**config.mk**
```make
export PLATFORM = sky130hd
export DESIGN_NAME = lpl_div
export DESIGN_NICKNAME = d
export VERILOG_FILES = /design/src/lpl_pkg.sv /design/src/lpl_div.sv
export SDC_FILE = /design/constraint.sdc
export NUM_CORES = 1
export LEC_CHECK = 0
export ABC_AREA = 1
export BUFFER_PORTS_ARGS = -buffer_cell sky130_fd_sc_hd__buf_2
export CORE_MARGIN = 2
export CORE_UTILIZATION = 42
export CTS_BUF_LIST = sky130_fd_sc_hd__clkbuf_2
export DETAILED_ROUTE_END_ITERATION = 8
export GPL_TIMING_DRIVEN = 1
export PLACE_DENSITY = 0.72
export SLEW_MARGIN = 20
export SYNTH_ARGS = -nofsm -noshare
export SYNTH_HDL_FRONTEND = slang
export SYNTH_SLANG_ARGS = --single-unit
export TNS_END_PERCENT = 20
```
**constraint.sdc**
```tcl
create_clock -name i_clk -period 1.92 [get_ports i_clk]
set_input_delay 0.192 -clock i_clk [delete_from_list [all_inputs] [get_ports i_clk]]
set_output_delay 0.192 -clock i_clk [all_outputs]
set_load 0.02 [all_outputs]
```
**src/lpl_pkg.sv**
```systemverilog
`timescale 1ns / 1ps
`default_nettype none
// ---------------------------------------------------------------------------
// lpl_pkg
// Shared constants and types for the look-ahead peak limiter.
// ---------------------------------------------------------------------------
package lpl_pkg;
    localparam int LOOKAHEAD_LOG2_DEF = 8;
    localparam int SAMPLE_BITS_DEF    = 24;
    localparam int COEF_SHIFT         = 24;
    localparam logic [23:0] COEF_REL_KEEP = 24'd16775538;
    localparam logic [23:0] COEF_REL_ADD  = 24'd1678;
    localparam logic [23:0] COEF_TGT_NEW  = 24'd1676044;
    localparam logic [23:0] COEF_TGT_KEEP = 24'd15097817;

    typedef enum logic [3:0] {
        ST_IDLE,
        ST_CLEAR,
        ST_TREE_RD,
        ST_TREE_CMP,
        ST_DIV1,
        ST_MREL,
        ST_MTGT1,
        ST_MTGT2,
        ST_SMOOTH,
        ST_SCALE,
        ST_CHECK,
        ST_DIV2,
        ST_SCALE2,
        ST_ROUND2,
        ST_OUT
    } t_state;
endpackage
`default_nettype wire

```
**src/lpl_div.sv**
```systemverilog
`timescale 1ns / 1ps
`default_nettype none
// ---------------------------------------------------------------------------
// lpl_div
// Restoring divider, one quotient bit per cycle: (num << FRAC) / den.
// ---------------------------------------------------------------------------
module lpl_div
    import lpl_pkg::*;
#(
    parameter int FRAC = SAMPLE_BITS_DEF - 1
) (
    input  wire logic             i_clk,
    input  wire logic             i_rst_n,
    input  wire logic             i_start,
    input  wire logic [FRAC-1:0]  i_num,
    input  wire logic [FRAC:0]    i_den,
    output logic                  o_busy,
    output logic [2*FRAC-1:0]     o_quot
);
    localparam int QW = 2 * FRAC;
    localparam int CW = $clog2(QW + 1);

    logic [QW-1:0] r_dividend, n_dividend;
    logic [FRAC:0] r_rem, n_rem;
    logic [FRAC:0] r_den;
    logic [CW-1:0] r_cnt, n_cnt;
    logic          r_busy, n_busy;
    logic [FRAC+1:0] w_trial;

    always_comb begin
        n_dividend = r_dividend;
        n_rem      = r_rem;
        n_cnt      = r_cnt;
        n_busy     = r_busy;
        w_trial    = {r_rem, r_dividend[QW-1]} - {1'b0, r_den};
        if (i_start) begin
            n_dividend = {i_num, FRAC'(0)};
            n_rem      = '0;
            n_cnt      = CW'(QW);
            n_busy     = 1'b1;
        end else if (r_busy) begin
            if (!w_trial[FRAC+1]) begin
                n_rem      = w_trial[FRAC:0];
                n_dividend = {r_dividend[QW-2:0], 1'b1};
            end else begin
                n_rem      = {r_rem[FRAC-1:0], r_dividend[QW-1]};
                n_dividend = {r_dividend[QW-2:0], 1'b0};
            end
            n_cnt  = r_cnt - 1'b1;
            n_busy = (r_cnt != CW'(1));
        end
    end

    always_ff @(posedge i_clk) begin
        if (!i_rst_n) begin
            r_busy <= 1'b0;
            r_cnt  <= '0;
        end else begin
            r_busy <= n_busy;
            r_cnt  <= n_cnt;
        end
        r_dividend <= n_dividend;
        r_rem      <= n_rem;
        if (i_start) r_den <= i_den;
    end

    assign o_busy = r_busy;
    assign o_quot = r_dividend;
endmodule
`default_nettype wire

```
; After elaboration in Yosys (flattened, before gate mapping)
; Index checks and enable logic that the tools add are counted.
[op_classes]
mux = 8
reduce_logical = 2
addsub = 2
eq_ne = 1
bitwise = 1
[op_table]
columns = op, count
row1 = two-way mux 46 bit, 2
row2 = subtractor 25 x 24 -> 25 bit, 1
row3 = two-way mux 24 bit, 1
row4 = two-way mux 6 bit, 2
row5 = "!= test 6 x 1 -> 1 bit, second input constant", 1
row6 = "subtractor 6 x 1 -> 6 bit, second input constant", 1
row7 = two-way mux 1 bit, 3
row8 = nonzero test 2 bit, 1
row9 = OR reduction 2 bit, 1
row10 = NOT 1 bit, 1
[totals]
inputBits = 50
wordCells = 21
register_bits = 101
out_inout_bits = 47

; Logic depth before layout (Yosys ltp)
; Gate-level depths: netlist of run 1.
[depth]
ltp_word = 4
ltp_mapped = 17
ltp_nobuf = 16

; Worst setup path after synthesis of run 1
; No wires, ideal clock.
[synth_path]
path_kind = flip-flop to flip-flop
start = register r_dividend[45], in the netlist o_quot[45]
end = register r_rem[8]
slack_ps = -294
path_stages_with_launch = 18
setup_ps = 112
t_arrival_ps = 2102
n_path_buf = 1
synth_period_minus_slack_ps = 2214
required_time_ps = 1808
cell_sequence = edfxtp_1 -> inv_1 -> ha_1 -> inv_1 -> fa_1 -> nand2_1 -> nand2_1 -> nand3_1 -> nand2_2 -> nand2_2 -> nand3_2 -> nand2_2 -> nand2_4 -> buf_6 -> nand2_1 -> nand2_1 -> nand2_1 -> nand2_1
[synth_between]
elab_chain_len = 2
[synth_lines]
columns = element, line_no
row1 = start: declaration, lpl_div.sv:23  ; logic [QW-1:0] r_dividend, n_dividend;
row2 = start signal: assignment, lpl_div.sv:62  ; r_dividend <= n_dividend;
row3 = subtractor 25 x 24 -> 25 bit, lpl_div.sv:35  ; w_trial = {r_rem, r_dividend[QW-1]} - {1'b0, r_den};
row4 = two-way mux 24 bit, lpl_div.sv:42  ; if (!w_trial[FRAC+1]) begin
row5 = end signal: assignment, lpl_div.sv:63  ; r_rem <= n_rem;
row6 = end: declaration, lpl_div.sv:24  ; logic [FRAC:0] r_rem, n_rem;
; Every way passes these cells.
; A chain may end at the register's enable or synchronous reset.

; Worst setup path in the final report of run 1
[layout_path]
start = register r_dividend[45], in the netlist o_quot[45]
end = register r_rem[9]
; The elaborated chain is that of the path after synthesis.

==> flow_metrics.env, run 1 <==
export IMPL_setup_worst_path_end="r_rem[9]"
export IMPL_ys_ff_latch=101
export IMPL_hp_start="i_den[23]"
export IMPL_initial_core_util_pct=42.7
export IMPL_wl_mm=15.2
export IMPL_dpl_hpwl_mm=10.9
export IMPL_synth_seq_area_share_pct=44.4
export IMPL_ant_nets=0
export IMPL_place_area_mm2=0.00693
export IMPL_dp_cells=1077
export IMPL_wl_per_cell_um=13.2
export IMPL_async_flop_share_pct=0
export IMPL_cp_required_ps=2450
export IMPL_grt_pass1_wl_mm=24.7
export IMPL_outcome="complete, but fails checks"
export IMPL_max_vdd_ir_drop_mv=0.542
export IMPL_drt_iter0_markers=265
export IMPL_crit_path_top_delay_cell="edfxtp_1"
export IMPL_grt_max_degree=43
export IMPL_grt_total_usage_pct=21.6
export IMPL_die_w_um=120
export IMPL_die_h_um=120
export IMPL_critPathMostFrequentCell="nand2_2"
export IMPL_cp_startpoint="o_quot[45]"
export IMPL_post_route_period_util_pct=118
export IMPL_htree_levels=3
export IMPL_critPathBufInv=3
export IMPL_syn_area_mm2=0.00561
export IMPL_avgSynthCellArea_um2=7.62
export IMPL_hold_depth=2
export IMPL_crit_chain="inv_2 -> ha_4 -> inv_2 -> fa_2 -> nand2_2 -> nand2_2 -> nand3_2 -> nand2_2 -> nand2_4 -> nand3_4 -> nand2_4 -> nand2_8 -> buf_12 -> nand2_4 -> nand2_2 -> nand2_2 -> nand2_1"
export IMPL_synth_cells=736
export IMPL_drv_slew=0
export IMPL_fin_skew_ps=52.8
export IMPL_stdcell_count=1152
export IMPL_timing_setup_tns_ps=-7040
export IMPL_numCtsBuffers=9
export IMPL_syn_num_nets=813
export IMPL_die_area_mm2=0.0143
export IMPL_ys_flop_type="dfxtp_1"
export IMPL_vias=5479
export IMPL_rsz0062_at_grt="true"
export IMPL_ios=97
export IMPL_dr_pass1_iters=6
export IMPL_synth_edf_count=47
export IMPL_clk_path_buf_depth=2
export IMPL_critical_path_top_delay_family="simple AND/OR/NAND/NOR gates"
export IMPL_place_gp_congestion=1.01
export IMPL_finalSetupViolCount=25
export IMPL_path_clk_slew_ps=300
export IMPL_grt_overflow_total=0
export IMPL_min_period_ps=2260
export IMPL_r2r_end="r_rem[9]"
export IMPL_synth_top_area_cell="edfxtp_1"
export IMPL_cp_end_kind="flop"
export IMPL_detail_route_vias_per_cell=4.76
export IMPL_port_buffer_count=96
export IMPL_nNetsFinal=1048
export IMPL_worst_slew_pin_transition_ps=700
export IMPL_area_growth_pct=37.6
export IMPL_antenna_cells=0
export IMPL_fin_area_mm2=0.00772
export IMPL_worst_path_stages=17
export IMPL_core_mm2=0.0131
export IMPL_grt_pass1_vias=5245
export IMPL_timing_rr_start="o_quot[45]"
export IMPL_layout_setup_ws_ps=-337
export IMPL_clock_sinks=101
export IMPL_yosys_area_top_type_share_pct=25.2
export IMPL_yosys_top_cells_area="edfxtp_1 (25%), dfxtp_1 (19%), nand2_1 (17%)"
export IMPL_violations="negative setup slack"
export IMPL_drc=0
export IMPL_power_density_mw_per_mm2=556
export IMPL_antenna_found_initial=0
export IMPL_relSlewSlack_pct=53.3
export IMPL_netlist_cell_type_count=38
export IMPL_path_max_fanout=7
export IMPL_clk_latency_ps=640
export IMPL_drive_gt1_share_pct=25.0
export IMPL_layout_commonest_cell="nand2_1"
export IMPL_num_rows=42
export IMPL_reg2reg_slack_ps=-340
export IMPL_layout_common_cells="nand2_1 (248), inv_1 (131), buf_2 (96)"
export IMPL_leakage_nw=4.03
export IMPL_worst_setup_path_start_kind="flop"
export IMPL_clockRootBuffer="clkbuf_2"
export IMPL_slowest_delay_ps=480
export IMPL_cp_arrival_ps=2780
export IMPL_path_class="flop to flop"
export IMPL_hold_path_class="input port to flop"
export IMPL_cap_violations=0
export IMPL_fmax_ghz=0.443
export IMPL_hold_viol_final=0
export IMPL_yosysWarnings=0
export IMPL_rr_worst_depth=17
export IMPL_tritoncts="done"
==> worst register-to-register path, stage by stage (launching register included) <==
cell and delay, ps:
edfxtp_1 480, inv_2 100, ha_4 130, inv_2 40, fa_2 360, nand2_2 80, nand2_2 60, nand3_2 80
nand2_2 70, nand2_4 110, nand3_4 90, nand2_4 130, nand2_8 90, buf_12 150, nand2_4 50, nand2_2 50
nand2_2 40, nand2_1 50
==> routing by layer <==
metal,vias to the layer above,GRT usage (%),share of wire [%]
met2,162,36.7,47
met4,0,6.18,1.9
met3,21,5.89,6.5
met5,-,0,0
li1,2816,-,-
met1,2480,26.9,44
==> worst min-delay path by stage <==
stage	end	slack, ps
2_1_floorplan	r_den[0]	290
3_3_place_gp	r_den[16]	370
3_5_place_dp	r_den[15]	370
4_1_cts	r_cnt[4]	5
5_1_grt	r_den[3]	190
6_report	r_den[23]	240
==> power by group <==
part / total (mW) / internal (mW) / switching, mW
combinational: 0.788 / 0.367 / 0.420
clock: 1.08 / 0.318 / 0.766
sequential: 2.42 / 2.37 / 0.0529
total: 4.30 / 3.06 / 1.24
==> repair_timing <==
item,CTS,global route
setup endpoints to repair,25,25
endpoints found under the hold margin,54,2
gates cloned,0,1
pin swaps,1,12
buffers inserted,4,5
hold buffers,48,1
resized for setup,0,21
==> logic make-up (layout without fill, tap and decap cells) <==
family | count (synthesis) | after routing | share of synthesized area [%]
DFF | 101 | 101 | 44.4
xor gates and xnor gates | 11 | 11 | 1.72
buffers and inverters | 152 | 392 | 10.8
AOI/OAI and AO/OA | 77 | 77 | 9.21
and+or+nand+nor | 368 | 368 | 27.7
adders and majority gates | 27 | 27 | 6.15
==> metrics by stage <==
stage          power (mW)  utilization, %  setup WS [ps]  hold slack, ps
2_1_floorplan        2.83               -           -232             291
3_3_place_gp         3.13            52.7           -182             370
3_5_place_dp         3.14            52.7           -269             370
4_1_cts              4.30            57.5           -306            4.79
5_1_grt              4.49            58.8           -447             186
6_report             4.30            58.8           -337             242
==> synth_stat cells, types with 2 or more instances <==
master,instances
nand2_1,256
inv_1,133
dfxtp_1,54
edfxtp_1,47
nand3_1,38
nor2_1,32
ha_1,26
a22o_1,22
o22ai_1,22
a21oi_1,19
clkbuf_1,12
nand2_2,9
nand4_1,8
xnor2_1,6
nand3b_1,5
nor2_2,5
o21ai_0,5
xor2_1,5
and2_1,4
buf_6,4
o21bai_1,4
nor3_1,3
nor4_1,2
==> area by class of cell <==
class	count	area (um2)
Fill cell	1211	5420
Multi-Input combinational cell	483	2620
Sequential cell	101	2490
Timing Repair Buffer	242	1770
Inverter	134	503
Tap cell	176	220
Clock inverter	6	70.1
Clock buffer	10	50.0
==> state kept, by name, indices dropped and copies added (netlist names) <==
signal	cells
r_cnt	6
o_busy	1
r_rem	24
r_den	24
o_quot	46
No activity file was read; power rests on OpenSTA's default activity.
==> inputs of run 2 (changes only) <==
--- a/config.mk
+++ b/config.mk
@@ -13,6 +13,7 @@
 export DETAILED_ROUTE_END_ITERATION = 8
 export GPL_TIMING_DRIVEN = 1
 export PLACE_DENSITY = 0.72
+export REMOVE_ABC_BUFFERS = 1
 export SLEW_MARGIN = 20
 export SYNTH_ARGS = -nofsm -noshare
 export SYNTH_HDL_FRONTEND = slang
==> run 2 against run 1 <==
The flow still finishes with violations (negative setup slack); clock skew grew 1.1 ps; global-route usage fell by 1.1 points; sequential cell count unchanged; final area up 0.71%; clock power rose by 9%; worst setup slack improved by 70 ps; first-iteration DRC count fell by 17%; final cell count shrank 0.61%; clock-buffer cell count fell by 1; sequential power barely moved; critical path type unchanged; largest cell class unchanged; highest routed layer unchanged.
==> flow_metrics.env, run 2 (synthesis results as in run 1) <==
export IMPL_outcome="complete, but fails checks"
export IMPL_violations="negative setup slack"
export IMPL_drive_gt1_share_pct=25.2
export IMPL_num_rows=42
export IMPL_finalSetupViolCount=25
export IMPL_power_density_mw_per_mm2=563
export IMPL_p_total_mw=4.38
export IMPL_layout_commonest_cell="nand2_1"
export IMPL_wl_per_cell_um=12.7
export IMPL_antenna_found_initial=0
export IMPL_numCtsBuffers=9
export IMPL_place_gp_congestion=0.971
export IMPL_grt_pass1_vias=5092
export IMPL_dr_pass1_iters=5
export IMPL_whs_ps=240
export IMPL_grt_overflow_total=0
export IMPL_detail_route_vias_per_cell=4.68
export IMPL_die_h_um=120
export IMPL_maxUsedRoutingLayer="met4"
export IMPL_fin_area_mm2=0.00777
export IMPL_nNetsFinal=1041
export IMPL_largest_register_ffs=46
export IMPL_rr_worst_depth=17
export IMPL_path_max_fanout=8
export IMPL_die_area_mm2=0.0143
export IMPL_min_period_ps=2190
export IMPL_initial_core_util_pct=42.7
export IMPL_place_area_mm2=0.00691
export IMPL_wl_mm=14.6
export IMPL_clockRootBuffer="clkbuf_2"
export IMPL_clk_path_buf_depth=2
export IMPL_hold_path_class="input port to flop"
export IMPL_stdcell_count=1145
export IMPL_grt_total_usage_pct=20.5
export IMPL_tritoncts="done"
export IMPL_dpl_hpwl_mm=10.0
export IMPL_path_class="flop to flop"
export IMPL_cap_violations=0
export IMPL_final_util_pct=59.2
export IMPL_multi_input_area_mm2=0.00267
export IMPL_final_seq_area_mm2=0.00249
export IMPL_fin_skew_ps=53.9
export IMPL_dp_cells=1076
export IMPL_leakage_nw=4.04
export IMPL_timing_rr_start="o_quot[45]"
export IMPL_grt_pass1_wl_mm=23.7
export IMPL_fmax_ghz=0.457
export IMPL_routed_wl_met3_um=662
export IMPL_core_mm2=0.0131
export IMPL_layout_common_cells="nand2_1 (243), inv_1 (130), buf_2 (96)"
export IMPL_relSlewSlack_pct=52.0
export IMPL_drt_met1_wl_mm=6.51
export IMPL_reg2reg_slack_ps=-270
export IMPL_wl_met2_mm=7.23
export IMPL_worst_slew_pin_transition_ps=719
export IMPL_setup_worst_path_end="r_rem[11]"
export IMPL_cp_arrival_ps=2740
export IMPL_drc=0
export IMPL_ios=97
export IMPL_r2r_end="r_rem[11]"
export IMPL_antenna_cells=0
export IMPL_htree_levels=3
export IMPL_post_route_period_util_pct=114
export IMPL_grt_max_degree=49
export IMPL_area_growth_pct=38.6
export IMPL_layout_setup_ws_ps=-267
export IMPL_hold_viol_final=0
export IMPL_clock_sinks=101
export IMPL_ant_nets=0
export IMPL_path_clk_slew_ps=320
export IMPL_drt_iter0_markers=220
export IMPL_max_vdd_ir_drop_mv=0.553
export IMPL_worst_setup_path_start_kind="flop"
export IMPL_timing_setup_tns_ps=-5770
export IMPL_rsz0062_at_grt="true"
export IMPL_cp_end_kind="flop"
export IMPL_dpl_worst_slack_ps=-291
export IMPL_die_w_um=120
export IMPL_n_fill_cell=1187
export IMPL_cp_startpoint="o_quot[45]"
export IMPL_hold_depth=2
export IMPL_drv_slew=0
export IMPL_cp_required_ps=2470
export IMPL_clk_latency_ps=630
export IMPL_vias=5363
export IMPL_port_buffer_count=96
-- run 2: cell types whose count changed in the layout (fill, tap and decap cells not counted), moves of 2 or more --
cell and delta:
nand2_2 +2, nand2_1 -5, nor2_2 -2, nand3_2 +2
nand3_1 -2, clkbuf_16 +2, clkinv_8 +2, buf_4 -9
nand2_4 +3
-- run 2: per-layer routing --
layer | vias up | track usage (%)
li1 | 2807 | -
met1 | 2428 | 26.2
met2 | 112 | 36.1
met3 | 16 | 3.85
met4 | 0 | 4.78
met5 | - | 0
-- run 2: worst min path at each step --
stage / from / end / slack, ps
2_1_floorplan: i_start / r_cnt[4] / 270
3_3_place_gp: i_den[15] / r_den[15] / 370
3_5_place_dp: i_den[10] / r_den[10] / 370
4_1_cts: i_den[12] / r_den[12] / 200
5_1_grt: i_den[16] / r_den[16] / 190
6_report: i_den[12] / r_den[12] / 240
-- run 2: layout make-up --
type | instances | share of cell area [%]
multi-input cells | 483 | 34.3
flip-flops and latches | 101 | 32.1
repair buffers | 235 | 22.5
inverters | 134 | 6.47
well taps | 176 | 2.83
clock inverters | 7 | 1.29
clock buffers | 9 | 0.579
-- run 2: worst max-delay path: stages, from the launching register on --
cell	delay [ps]
edfxtp_1	480
inv_2	90
ha_4	120
inv_2	40
fa_2	360
nand2_2	70
nand2_2	50
nand3_2	70
nand2_2	70
nand2_4	100
nand3_4	90
nand2_4	120
nand2_8	90
buf_12	150
nand2_4	60
nand2_2	50
nand2_2	50
nand2_1	40
-- run 2: what timing repair did --
action,in CTS,in global routing
hold endpoints to repair,56,0
buffers inserted,1,0
endpoints found under the setup margin,25,25
cloned,0,3
hold buffers,49,0
gates resized for setup,5,30
pin swaps,0,19
-- run 2: power breakdown --
| group | internal (mW) | switching, mW | total [mW] |
|---|---|---|---|
| clock | 0.351 | 0.829 | 1.18 |
| sequential | 2.37 | 0.0511 | 2.42 |
| combinational | 0.360 | 0.414 | 0.775 |
| total | 3.08 | 1.29 | 4.38 |
